$ cat config.mk
export PLATFORM = sky130hd
export DESIGN_NAME = forecast_error_metrics_core_flat
export DESIGN_NICKNAME = d
export VERILOG_FILES = /design/src/rtl/fem_pkg.sv /design/src/rtl/fem_sample_if.sv /design/src/rtl/fem_metric_if.sv /design/src/rtl/fem_serdiv.sv /design/src/rtl/forecast_error_metrics_core.sv /design/src/flat_wrapper.sv
export SDC_FILE = /design/constraint.sdc
export NUM_CORES = 1
export LEC_CHECK = 0
export BUFFER_PORTS_ARGS = -buffer_cell sky130_fd_sc_hd__buf_2
export CAP_MARGIN = 20
export CELL_PAD_IN_SITES_DETAIL_PLACEMENT = 1
export CELL_PAD_IN_SITES_GLOBAL_PLACEMENT = 1
export CORE_MARGIN = 2
export CORE_UTILIZATION = 52
export DETAILED_ROUTE_END_ITERATION = 12
export PLACE_DENSITY_LB_ADDON = 0.1
export SETUP_SLACK_MARGIN = 0.3
export SYNTH_ARGS = -nofsm -noshare
export SYNTH_HDL_FRONTEND = slang
export SYNTH_SLANG_ARGS = --single-unit
$ cat constraint.sdc
create_clock -name clk -period 10.45 [get_ports clk]
set_input_delay 0.5225 -clock clk [delete_from_list [all_inputs] [get_ports clk]]
set_output_delay 0.5225 -clock clk [all_outputs]
set_load 0.02 [all_outputs]
$ cat src/rtl/fem_pkg.sv
// Shared widths, constants and divider handshake types for the forecast error metrics block.
package fem_pkg;

    localparam int DATA_W    = 32;
    localparam int DIFF_W    = DATA_W + 1;
    localparam int FRAC_W    = 16;
    localparam int CNT_OUT_W = 11;
    localparam int STEP_W    = $clog2(DATA_W + 1);

    // 0.1 in Q16.16, divisor used when the actual sample is zero
    localparam logic [DATA_W-1:0] TENTH_Q16 = 32'd6554;
    localparam logic [DATA_W-1:0] QUO_MAX   = '1;

    typedef struct packed {
        logic              start;
        logic [DATA_W-1:0] rem_init;
        logic [DATA_W-1:0] num_lo;
        logic [DATA_W-1:0] den;
    } div_req_t;

    typedef struct packed {
        logic              done;
        logic [DATA_W-1:0] quo;
    } div_rsp_t;

endpackage

$ cat src/rtl/fem_sample_if.sv
// Input channel: one (estimate, actual) pair per beat.
interface fem_sample_if;
    logic                              valid;
    logic                              ready;
    logic signed [fem_pkg::DATA_W-1:0] estimate_value;
    logic signed [fem_pkg::DATA_W-1:0] actual_value;
    logic                              last_item;

    modport source (output valid, estimate_value, actual_value, last_item, input ready);
    modport sink   (input valid, estimate_value, actual_value, last_item, output ready);
endinterface

$ cat src/rtl/fem_metric_if.sv
// Output channel: one set of run means per beat.
interface fem_metric_if;
    logic                             valid;
    logic                             ready;
    logic [fem_pkg::DATA_W-1:0]       mean_relative_error;
    logic [fem_pkg::DATA_W-1:0]       mean_absolute_error;
    logic [fem_pkg::CNT_OUT_W-1:0]    pair_count;

    modport source (output valid, mean_relative_error, mean_absolute_error, pair_count,
                    input ready);
    modport sink   (input valid, mean_relative_error, mean_absolute_error, pair_count,
                    output ready);
endinterface

$ cat src/rtl/fem_serdiv.sv
// Restoring divider, one quotient bit per cycle, 32-bit quotient.
module fem_serdiv
(
    input  logic              clk,
    input  logic              rst_n,
    input  fem_pkg::div_req_t req,
    output fem_pkg::div_rsp_t rsp
);

    logic                         busy_reg,  busy_next;
    logic                         done_reg,  done_next;
    logic [fem_pkg::STEP_W-1:0]   step_reg,  step_next;
    logic [fem_pkg::DATA_W-1:0]   rem_reg,   rem_next;
    logic [fem_pkg::DATA_W-1:0]   num_reg,   num_next;
    logic [fem_pkg::DATA_W-1:0]   den_reg,   den_next;
    logic [fem_pkg::DATA_W-1:0]   quo_reg,   quo_next;
    logic [fem_pkg::DATA_W:0]     trial;
    logic                         fits;

    // partial remainder stays below den, so the shifted trial fits 33 bits
    assign trial = {rem_reg, num_reg[fem_pkg::DATA_W-1]} - {1'b0, den_reg};
    assign fits  = !trial[fem_pkg::DATA_W];

    always_comb
    begin
        busy_next = busy_reg;
        done_next = 1'b0;
        step_next = step_reg;
        rem_next  = rem_reg;
        num_next  = num_reg;
        den_next  = den_reg;
        quo_next  = quo_reg;
        if (req.start)
        begin
            busy_next = 1'b1;
            step_next = fem_pkg::STEP_W'(fem_pkg::DATA_W);
            rem_next  = req.rem_init;
            num_next  = req.num_lo;
            den_next  = req.den;
        end
        else if (busy_reg)
        begin
            rem_next  = fits ? trial[fem_pkg::DATA_W-1:0]
                             : {rem_reg[fem_pkg::DATA_W-2:0], num_reg[fem_pkg::DATA_W-1]};
            num_next  = {num_reg[fem_pkg::DATA_W-2:0], 1'b0};
            quo_next  = {quo_reg[fem_pkg::DATA_W-2:0], fits};
            step_next = step_reg - fem_pkg::STEP_W'(1);
            if (step_reg == fem_pkg::STEP_W'(1))
            begin
                busy_next = 1'b0;
                done_next = 1'b1;
            end
        end
    end

    always_ff @(posedge clk or negedge rst_n)
    begin
        if (!rst_n)
        begin
            busy_reg <= 1'b0;
            done_reg <= 1'b0;
            step_reg <= '0;
        end
        else
        begin
            busy_reg <= busy_next;
            done_reg <= done_next;
            step_reg <= step_next;
        end
    end

    always_ff @(posedge clk)
    begin
        rem_reg <= rem_next;
        num_reg <= num_next;
        den_reg <= den_next;
        quo_reg <= quo_next;
    end

    assign rsp.done = done_reg;
    assign rsp.quo  = quo_reg;

endmodule

$ cat src/rtl/forecast_error_metrics_core.sv
// Top level: running mean absolute percentage error and mean absolute error.
//
// Each input beat carries one signed Q16.16 estimate/actual pair. The block
// forms d = |estimate - actual| exactly, adds it to an absolute-error sum,
// and adds floor((d << 16) / |actual|) to a relative-error sum (divisor 0.1,
// i.e. 6554, when actual is zero; quotients saturate at 0xFFFFFFFF). On the
// beat flagged last_item it emits both sums divided by the pair count as
// unsigned Q16.16, plus the count, then clears the run. Pairs beyond MAX_LEN
// in one run are dropped, but a last_item still closes the run. All
// division goes through one shared restoring divider retiring one quotient
// bit per cycle. A pair passes through accept, setup, the divider steps and
// done, or only accept and setup when the quotient is known to saturate; a
// pair dropped from a full run is only accepted. A last pair then runs the
// divider for the two means and loads the output register. One pair is
// in flight at a time; a finished result sits in the output register while
// the next pair is taken.
module forecast_error_metrics_core
#(
    parameter int MAX_LEN = 1024
)
(
    input  logic         clk,
    input  logic         rst_n,
    fem_sample_if.sink   samples,
    fem_metric_if.source metrics
);

    localparam int CNT_W = $clog2(MAX_LEN + 1);
    localparam int SUM_W = fem_pkg::DATA_W + CNT_W;

    typedef enum logic [2:0] {
        S_IDLE,
        S_PREP,
        S_DIV,
        S_MEAN_REL,
        S_WAIT_REL,
        S_MEAN_ABS,
        S_WAIT_ABS,
        S_EMIT
    } state_t;

    state_t                        state_reg,   state_next;
    logic [fem_pkg::DIFF_W-1:0]    diff_reg,    diff_next;
    logic [fem_pkg::DATA_W-1:0]    den_reg,     den_next;
    logic                          last_reg,    last_next;
    logic [SUM_W-1:0]              rel_sum_reg, rel_sum_next;
    logic [SUM_W-1:0]              abs_sum_reg, abs_sum_next;
    logic [CNT_W-1:0]              cnt_reg,     cnt_next;
    logic [fem_pkg::DATA_W-1:0]    mr_reg,      mr_next;
    logic [fem_pkg::DATA_W-1:0]    ma_reg,      ma_next;
    logic                          ovalid_reg,  ovalid_next;
    logic [fem_pkg::DATA_W-1:0]    omr_reg,     omr_next;
    logic [fem_pkg::DATA_W-1:0]    oma_reg,     oma_next;
    logic [fem_pkg::CNT_OUT_W-1:0] ocnt_reg,    ocnt_next;

    fem_pkg::div_req_t             div_req;
    fem_pkg::div_rsp_t             div_rsp;

    logic                          accept;
    logic                          take;
    logic [fem_pkg::DIFF_W-1:0]    est_ext;
    logic [fem_pkg::DIFF_W-1:0]    act_ext;
    logic [fem_pkg::DIFF_W-1:0]    sub;
    logic [fem_pkg::DIFF_W-1:0]    diff_mag;
    logic [fem_pkg::DATA_W-1:0]    act_mag;
    logic                          quo_sat;
    logic                          acc_en;
    logic [fem_pkg::DATA_W-1:0]    acc_q;

    assign samples.ready = (state_reg == S_IDLE);
    assign accept        = samples.valid && samples.ready;
    assign take          = (cnt_reg < CNT_W'(MAX_LEN));

    // exact 33-bit difference magnitude and |actual|
    assign est_ext  = {samples.estimate_value[fem_pkg::DATA_W-1], samples.estimate_value};
    assign act_ext  = {samples.actual_value[fem_pkg::DATA_W-1], samples.actual_value};
    assign sub      = est_ext - act_ext;
    assign diff_mag = sub[fem_pkg::DIFF_W-1] ? (fem_pkg::DIFF_W'(0) - sub) : sub;
    assign act_mag  = samples.actual_value[fem_pkg::DATA_W-1]
                    ? (fem_pkg::DATA_W'(0) - samples.actual_value)
                    : samples.actual_value;

    // quotient >= 2^32 exactly when floor(d / 2^16) >= den
    assign quo_sat = fem_pkg::DATA_W'(diff_reg[fem_pkg::DIFF_W-1:fem_pkg::FRAC_W]) >= den_reg;

    always_comb
    begin
        state_next   = state_reg;
        diff_next    = diff_reg;
        den_next     = den_reg;
        last_next    = last_reg;
        rel_sum_next = rel_sum_reg;
        abs_sum_next = abs_sum_reg;
        cnt_next     = cnt_reg;
        mr_next      = mr_reg;
        ma_next      = ma_reg;
        ovalid_next  = ovalid_reg;
        omr_next     = omr_reg;
        oma_next     = oma_reg;
        ocnt_next    = ocnt_reg;
        acc_en       = 1'b0;
        acc_q        = fem_pkg::QUO_MAX;
        div_req      = '0;

        if (ovalid_reg && metrics.ready)
        begin
            ovalid_next = 1'b0;
        end

        unique case (state_reg)
            S_IDLE:
            begin
                if (accept)
                begin
                    diff_next = diff_mag;
                    den_next  = (act_mag == '0) ? fem_pkg::TENTH_Q16 : act_mag;
                    last_next = samples.last_item;
                    if (take)
                    begin
                        state_next = S_PREP;
                    end
                    else if (samples.last_item)
                    begin
                        state_next = S_MEAN_REL;
                    end
                end
            end
            S_PREP:
            begin
                if (quo_sat)
                begin
                    acc_en     = 1'b1;
                    state_next = last_reg ? S_MEAN_REL : S_IDLE;
                end
                else
                begin
                    // top 17 dividend bits are already below den
                    div_req.start    = 1'b1;
                    div_req.rem_init = fem_pkg::DATA_W'(
                                           diff_reg[fem_pkg::DIFF_W-1:fem_pkg::FRAC_W]);
                    div_req.num_lo   = {diff_reg[fem_pkg::FRAC_W-1:0],
                                        {fem_pkg::FRAC_W{1'b0}}};
                    div_req.den      = den_reg;
                    state_next       = S_DIV;
                end
            end
            S_DIV:
            begin
                if (div_rsp.done)
                begin
                    acc_en     = 1'b1;
                    acc_q      = div_rsp.quo;
                    state_next = last_reg ? S_MEAN_REL : S_IDLE;
                end
            end
            S_MEAN_REL:
            begin
                // sum <= count * (2^32 - 1), so the high part is below the count
                div_req.start    = 1'b1;
                div_req.rem_init = fem_pkg::DATA_W'(rel_sum_reg[SUM_W-1:fem_pkg::DATA_W]);
                div_req.num_lo   = rel_sum_reg[fem_pkg::DATA_W-1:0];
                div_req.den      = fem_pkg::DATA_W'(cnt_reg);
                state_next       = S_WAIT_REL;
            end
            S_WAIT_REL:
            begin
                if (div_rsp.done)
                begin
                    mr_next    = div_rsp.quo;
                    state_next = S_MEAN_ABS;
                end
            end
            S_MEAN_ABS:
            begin
                div_req.start    = 1'b1;
                div_req.rem_init = fem_pkg::DATA_W'(abs_sum_reg[SUM_W-1:fem_pkg::DATA_W]);
                div_req.num_lo   = abs_sum_reg[fem_pkg::DATA_W-1:0];
                div_req.den      = fem_pkg::DATA_W'(cnt_reg);
                state_next       = S_WAIT_ABS;
            end
            S_WAIT_ABS:
            begin
                if (div_rsp.done)
                begin
                    ma_next    = div_rsp.quo;
                    state_next = S_EMIT;
                end
            end
            S_EMIT:
            begin
                if (!ovalid_reg || metrics.ready)
                begin
                    ovalid_next  = 1'b1;
                    omr_next     = mr_reg;
                    oma_next     = ma_reg;
                    ocnt_next    = fem_pkg::CNT_OUT_W'(cnt_reg);
                    rel_sum_next = '0;
                    abs_sum_next = '0;
                    cnt_next     = '0;
                    state_next   = S_IDLE;
                end
            end
            default:
            begin
                state_next = S_IDLE;
            end
        endcase

        if (acc_en)
        begin
            rel_sum_next = rel_sum_reg + SUM_W'(acc_q);
            abs_sum_next = abs_sum_reg + SUM_W'(diff_reg);
            cnt_next     = cnt_reg + CNT_W'(1);
        end
    end

    always_ff @(posedge clk or negedge rst_n)
    begin
        if (!rst_n)
        begin
            state_reg   <= S_IDLE;
            rel_sum_reg <= '0;
            abs_sum_reg <= '0;
            cnt_reg     <= '0;
            ovalid_reg  <= 1'b0;
            diff_reg    <= '0;
            den_reg     <= '0;
            last_reg    <= 1'b0;
            mr_reg      <= '0;
            ma_reg      <= '0;
            omr_reg     <= '0;
            oma_reg     <= '0;
            ocnt_reg    <= '0;
        end
        else
        begin
            state_reg   <= state_next;
            rel_sum_reg <= rel_sum_next;
            abs_sum_reg <= abs_sum_next;
            cnt_reg     <= cnt_next;
            ovalid_reg  <= ovalid_next;
            diff_reg    <= diff_next;
            den_reg     <= den_next;
            last_reg    <= last_next;
            mr_reg      <= mr_next;
            ma_reg      <= ma_next;
            omr_reg     <= omr_next;
            oma_reg     <= oma_next;
            ocnt_reg    <= ocnt_next;
        end
    end

    fem_serdiv u_serdiv
    (
        .clk   (clk),
        .rst_n (rst_n),
        .req   (div_req),
        .rsp   (div_rsp)
    );

    assign metrics.valid               = ovalid_reg;
    assign metrics.mean_relative_error = omr_reg;
    assign metrics.mean_absolute_error = oma_reg;
    assign metrics.pair_count          = ocnt_reg;

endmodule

$ cat src/flat_wrapper.sv
// flat-port wrapper written by rule: the top's interface ports become plain ports
module forecast_error_metrics_core_flat 
#(
    parameter int MAX_LEN = 1024
)
  (clk, rst_n, samples_valid, samples_estimate_value, samples_actual_value, samples_last_item, samples_ready, metrics_valid, metrics_mean_relative_error, metrics_mean_absolute_error, metrics_pair_count, metrics_ready);
  fem_sample_if samples_i ();
  fem_metric_if metrics_i ();
  input  logic clk;
  input  logic rst_n;
  input wire logic [$bits(samples_i.valid)-1:0] samples_valid;
  input wire logic [$bits(samples_i.estimate_value)-1:0] samples_estimate_value;
  input wire logic [$bits(samples_i.actual_value)-1:0] samples_actual_value;
  input wire logic [$bits(samples_i.last_item)-1:0] samples_last_item;
  output wire logic [$bits(samples_i.ready)-1:0] samples_ready;
  output wire logic [$bits(metrics_i.valid)-1:0] metrics_valid;
  output wire logic [$bits(metrics_i.mean_relative_error)-1:0] metrics_mean_relative_error;
  output wire logic [$bits(metrics_i.mean_absolute_error)-1:0] metrics_mean_absolute_error;
  output wire logic [$bits(metrics_i.pair_count)-1:0] metrics_pair_count;
  input wire logic [$bits(metrics_i.ready)-1:0] metrics_ready;
  assign samples_i.valid = samples_valid;
  assign samples_i.estimate_value = samples_estimate_value;
  assign samples_i.actual_value = samples_actual_value;
  assign samples_i.last_item = samples_last_item;
  assign samples_ready = samples_i.ready;
  assign metrics_valid = metrics_i.valid;
  assign metrics_mean_relative_error = metrics_i.mean_relative_error;
  assign metrics_mean_absolute_error = metrics_i.mean_absolute_error;
  assign metrics_pair_count = metrics_i.pair_count;
  assign metrics_i.ready = metrics_ready;
  forecast_error_metrics_core #(.MAX_LEN(MAX_LEN)) u_core (.clk(clk), .rst_n(rst_n), .samples(samples_i), .metrics(metrics_i));
endmodule
Word-level counts from Yosys, hierarchy flattened
Cells that the tools add are included.

Equality and inequality tests: 14. Bitwise logic cells: 1. Muxes and demuxes: 43. Div/mod/pow operators: 0. Shifts and indexed selects: 0. Add/sub/neg operators: 8. Magnitude comparators: 2. Reduce and logical (&&, ||, !) cells: 17. Multiply operators: 0.

Operators by type and width (number): one-hot mux 97 bit (3 select lines) (1); 2-to-1 mux 32 bit (9); 2-to-1 mux 43 bit (4); 2-to-1 mux 97 bit (1); adder 43 x 32 -> 43 bit (1); adder 43 x 33 -> 43 bit (1); 2-to-1 mux 11 bit (3); 2-to-1 mux 33 bit (1); subtractor 1 x 33 -> 33 bit, first input constant (1); subtractor 32 x 32 -> 33 bit (1); subtractor 33 x 32 -> 33 bit (1); >= comparator 17 x 32 -> 1 bit (1); logical NOT 32 bit (1); subtractor 1 x 32 -> 32 bit, first input constant (1); 2-to-1 mux 3 bit (8); one-hot mux 3 bit (8 select lines) (1); equality test 3 bit, second input constant (4); 2-to-1 mux 6 bit (2); AND reduction 2 bit (6); adder 11 x 1 -> 11 bit, second input constant (1); less-than comparator 11 bit, second input constant (1); 2-to-1 mux 1 bit (11); != test 2 bit, second input constant (4); equality test 3 x 2 -> 1 bit, second input constant (2); 14 further kinds (18).

Input bits: 69. Memories: 0. Bits in latches: 0. Output and inout port bits: 77. Bits in writable memories: 0. Bits in registers: 442. Memory bits (read-only): 0.

Logic depth before layout (Yosys ltp)
Depth after elaboration: 5. Depth in mapped cells: 19. Gate-level depth less buffers: 17.

Cells and area by module
A second synthesis with hierarchy kept.

Cell total of the unflattened synthesis: 2804. Area, all modules: 27557.7 µm².

Modules (own cells, without submodules): forecast_error_metrics_core (seq. area each 7657.3 µm², instances 1, area an instance 20251.9 µm², cells each 2180); fem_serdiv (seq. area each 4043.9 µm², instances 1, area an instance 7305.8 µm², cells each 624).

Least setup slack after synthesis
Ideal clock, no wire load.

Kind: register -> register. Start: register u_core.state_reg[0]. End: register u_core.rel_sum_reg[42]. Path buffers: 3. Stages on the path, launching flop included: 19. Data required time: 10.321 ns. Setup slack: 6.366 ns. Clock period less this slack: 4.084 ns. Arrival: 3.955 ns. Cell sequence: dfrtp_1 > clkbuf_1 > nor2b_1 > and3_1 > clkbuf_1 > clkbuf_1 > nand2b_1 > ha_1 > nor2b_1 > o21ai_0 > a21boi_0 > o21ba_2 > nand3_1 > nand4b_1 > a31oi_1 > o21ai_0 > a211oi_1 > nor3_1 > mux2i_1.

Longest elaborated chain between the ends: 4. Elaborated cells on any way between the ends: 10. Classes of those cells: 1 x add/sub; 3 x eq/ne; 3 x mux; 3 x reduce/logical.

Ends and longest elaborated chain: start: declaration (line forecast_error_metrics_core.sv:42) `state_t state_reg, state_next;`; start signal: assignment (line forecast_error_metrics_core.sv:237) `state_reg <= state_next;`; equality test 3 x 2 -> 1 bit or equality test 3 x 1 -> 1 bit (tied branches) (line forecast_error_metrics_core.sv:110) `unique case (state_reg)`; 2-to-1 mux 32 bit or one-hot mux 1 bit (2 select lines) (tied branches) (line forecast_error_metrics_core.sv:110); adder 43 x 32 -> 43 bit or nonzero test 2 bit (tied branches); 2-to-1 mux 43 bit or AND reduction 2 bit (tied branches); end signal: assignment (line forecast_error_metrics_core.sv:238) `rel_sum_reg <= rel_sum_next;`; end: declaration (line forecast_error_metrics_core.sv:46) `logic [SUM_W-1:0] rel_sum_reg, rel_sum_next;`.

Several ways; a longest one is shown, not always the timed one. A chain may end at the register's enable or synchronous reset.

Worst setup path after layout
Start: register u_core.state_reg[0]. End: register u_core.rel_sum_reg[37].

The elaborated chain is that of the path after synthesis.

==> metrics.cfg <==
[outcome]
status=finished, final reports clean

[critical_path]
endpoint_kind=register
reg2reg_from=u_core.state_reg[0]$_DFFE_PN0P_
r2r_end=u_core.rel_sum_reg[37]$_DFFE_PN0P_
crit_type=reg -> reg
required_ns=10.93
r2r_slack_ns=5.86
reg2reg_depth=16
start_kind=register
cp_max_fo=34
cp.arrival_ns=5.07

[pwr]
p_int_mw=5.28
p_leak_nw=13.9
p_seq_frac=0.332
power.share.clock=0.185
p_comb_frac=0.483
netSwitchingPower_mw=3.93
switching_share=0.427
total_power_mw=9.21
ir_drop_mv=0.207
p_per_area_nw_per_um2=311

[global_routing]
grt_pass1_vias=23200
antenna_found_initial=4
grt_usage=0.297
grt_first_pass_wirelength_mm=127
grt.overflow.total=0
grt_max_degree=117

[floorplan]
fp.dieH_um=231
start_util=0.523
num_io_pins=146
coreArea_um2=51100
die_w_um=231
die-area_um2=53200
rows=83

[drt]
drt_iter0_markers=1416
viasPerCell=6.07
num_vias=22300
dr.pass1.iters=8
wirelength_mm=79.3
drc_errors=0
ant_nets=0
detail_route.wl_per_cell_um=21.6

[placement]
place_hpwl_mm=58.2
port_buffers=145
place_congestion=0.925

[hold_path]
hold_path_class=in -> reg
min-delay-start=samples_last_item
whs_endpoint=u_core.last_reg$_DFFE_PN0P_
hold_path_depth=3

[sta]
report.final.slew_viol_count=0
skew_ns=0.0249
period_needed_ns=4.59
fin_crit_sh=0.439
grt_setup_unrepaired=no
hold_viol=0
setup_violations=0
slew-limit-headroom=0.273
max_freq_ghz=0.218
tns_ns=0
worst_pin_slew_ns=1.08

[cts]
insertion_delay_ns=0.60
cts_tree=yes
clk_path_buf_depth=3
numCtsBuffers=49
postCtsSetupRepairBufs=0
cts_root_buf=clkbuf_16
clk_pin_slew_ns=0.07
cts_num_sinks=442
htreeDepth=2

[synthesis]
synthCells=2868
ys_warn_count=0
avgSynthCellArea_um2=9.32
async_flop_share=0.710
synthesis.area_um2=26700
synth-main-ff-cell=dfrtp_1
ys_ff_latch=442
yosysSeqAreaShare=0.438
synth_edf_count=128
synth.distinct_cells=88
syn-num-nets=3092

[cells_and_area]
fin_nets=3176
multi_input_area_um2=14100
ff_latch_area_um2=11700
drive_gt1_frac=0.118
final.fill_count=5806
layout_commonest_cell=nand2_1
area_growth_pct=10.8
mostFrequentLayoutCells=494 x nand2_1, 314 x dfrtp_1, 215 x o21ai_0

[job]
max_cap_viol_count=0

## layer usage
metal | GRT usage | vias up | wire (µm)
met5 | 0 | - | 11
met1 | 0.399 | 11300 | 35300
li1 | - | 10500 | -
met3 | 0.0384 | 127 | 3370
met2 | 0.508 | 437 | 38700
met4 | 0.0800 | 2 | 1810
## synth_stat cells, drive strengths merged (67+ instances only)
master,instances,area share
inv,131,0.018
edfxtp,128,0.14
xnor2,88,0.029
o21ai,243,0.046
ha,151,0.071
dfrtp,314,0.29
nand3,113,0.021
nand2,496,0.070
mux2,67,0.028
a21oi,150,0.029
xor2,77,0.025
nor2,119,0.017
clkbuf,112,0.016
## timing repair
action | CTS | global route
setup endpoints to repair | 0 | 0
hold buffers | 1 | 0
gates resized for setup | 0 | 0
endpoints found under the hold margin | 20 | 0
## final cells by class
| class | instances | area share |
|---|---|---|
| inverters | 132 | 0.0167 |
| repair buffers | 167 | 0.0305 |
| clock buffers | 83 | 0.0516 |
| multi-input cells | 2160 | 0.475 |
| flip-flops and latches | 442 | 0.395 |
| well taps | 680 | 0.0287 |
| clock inverters | 7 | 0.00237 |
| diodes | 2 | 0.000169 |
## through the flow
| step | instance area [µm²] | worst slack (ns) | cells | util | hold slack (ns) |
|---|---|---|---|---|---|
| finish | 29600 | 5.86 | 3673 | 0.580 | 0.206 |
| global route | 29600 | 5.43 | 3671 | 0.579 | 0.204 |
| CTS | 29600 | 5.48 | 3669 | 0.579 | 0.190 |
| detailed placement | 28000 | 5.59 | 3578 | 0.548 | 0.454 |
| global placement | 28000 | 5.93 | 3578 | 0.548 | 0.447 |
| floorplan | 26700 | 6.37 | 2868 | - | 0.227 |
## logic make-up after synthesis
| logic type | synth area share |
|---|---|
| buf+inv | 0.0383 |
| compound gates | 0.180 |
| mux | 0.0443 |
| simple gates | 0.172 |
| fa+ha+maj | 0.0737 |
| flops | 0.438 |
| xor+xnor | 0.0541 |
## critical path: stages (launching register included)
cell,delay [ns]
dfrtp_1,0.50
nor2b_1,0.27
and3_1,0.22
buf_4,0.35
nand2b_1,0.12
ha_1,0.37
a21o_1,0.20
a21o_1,0.18
a21oi_1,0.21
nor2_1,0.09
a211o_1,0.29
a221oi_1,0.33
nor2_1,0.10
o32a_1,0.39
a21oi_1,0.51
nor3b_1,0.16
mux2i_1,0.15
## power by group through the flow
stage | Sequential, mW | Combinational, mW | Clock (mW)
detailed placement | 3.07 | 4.38 | 0
CTS | 3.05 | 4.43 | 1.74
global placement | 3.04 | 4.14 | 0
floorplan | 2.83 | 3.36 | 0
finish | 3.06 | 4.45 | 1.70
global route | 3.11 | 4.96 | 1.80
## worst max path at each step
stage	from	endpoint	slack, ns	cells after the start
2_1_floorplan	u_core.state_reg[0]$_DFFE_PN0P_	u_core.rel_sum_reg[42]$_DFFE_PN0P_	6.37	18
3_3_place_gp	u_core.state_reg[0]$_DFFE_PN0P_	u_core.rel_sum_reg[42]$_DFFE_PN0P_	5.93	18
3_5_place_dp	u_core.state_reg[0]$_DFFE_PN0P_	u_core.rel_sum_reg[38]$_DFFE_PN0P_	5.59	18
4_1_cts	u_core.state_reg[0]$_DFFE_PN0P_	u_core.rel_sum_reg[38]$_DFFE_PN0P_	5.48	18
5_1_grt	u_core.state_reg[0]$_DFFE_PN0P_	u_core.rel_sum_reg[35]$_DFFE_PN0P_	5.43	16
6_report	u_core.state_reg[0]$_DFFE_PN0P_	u_core.rel_sum_reg[37]$_DFFE_PN0P_	5.86	16
No activity file was read; power rests on OpenSTA's default activity.
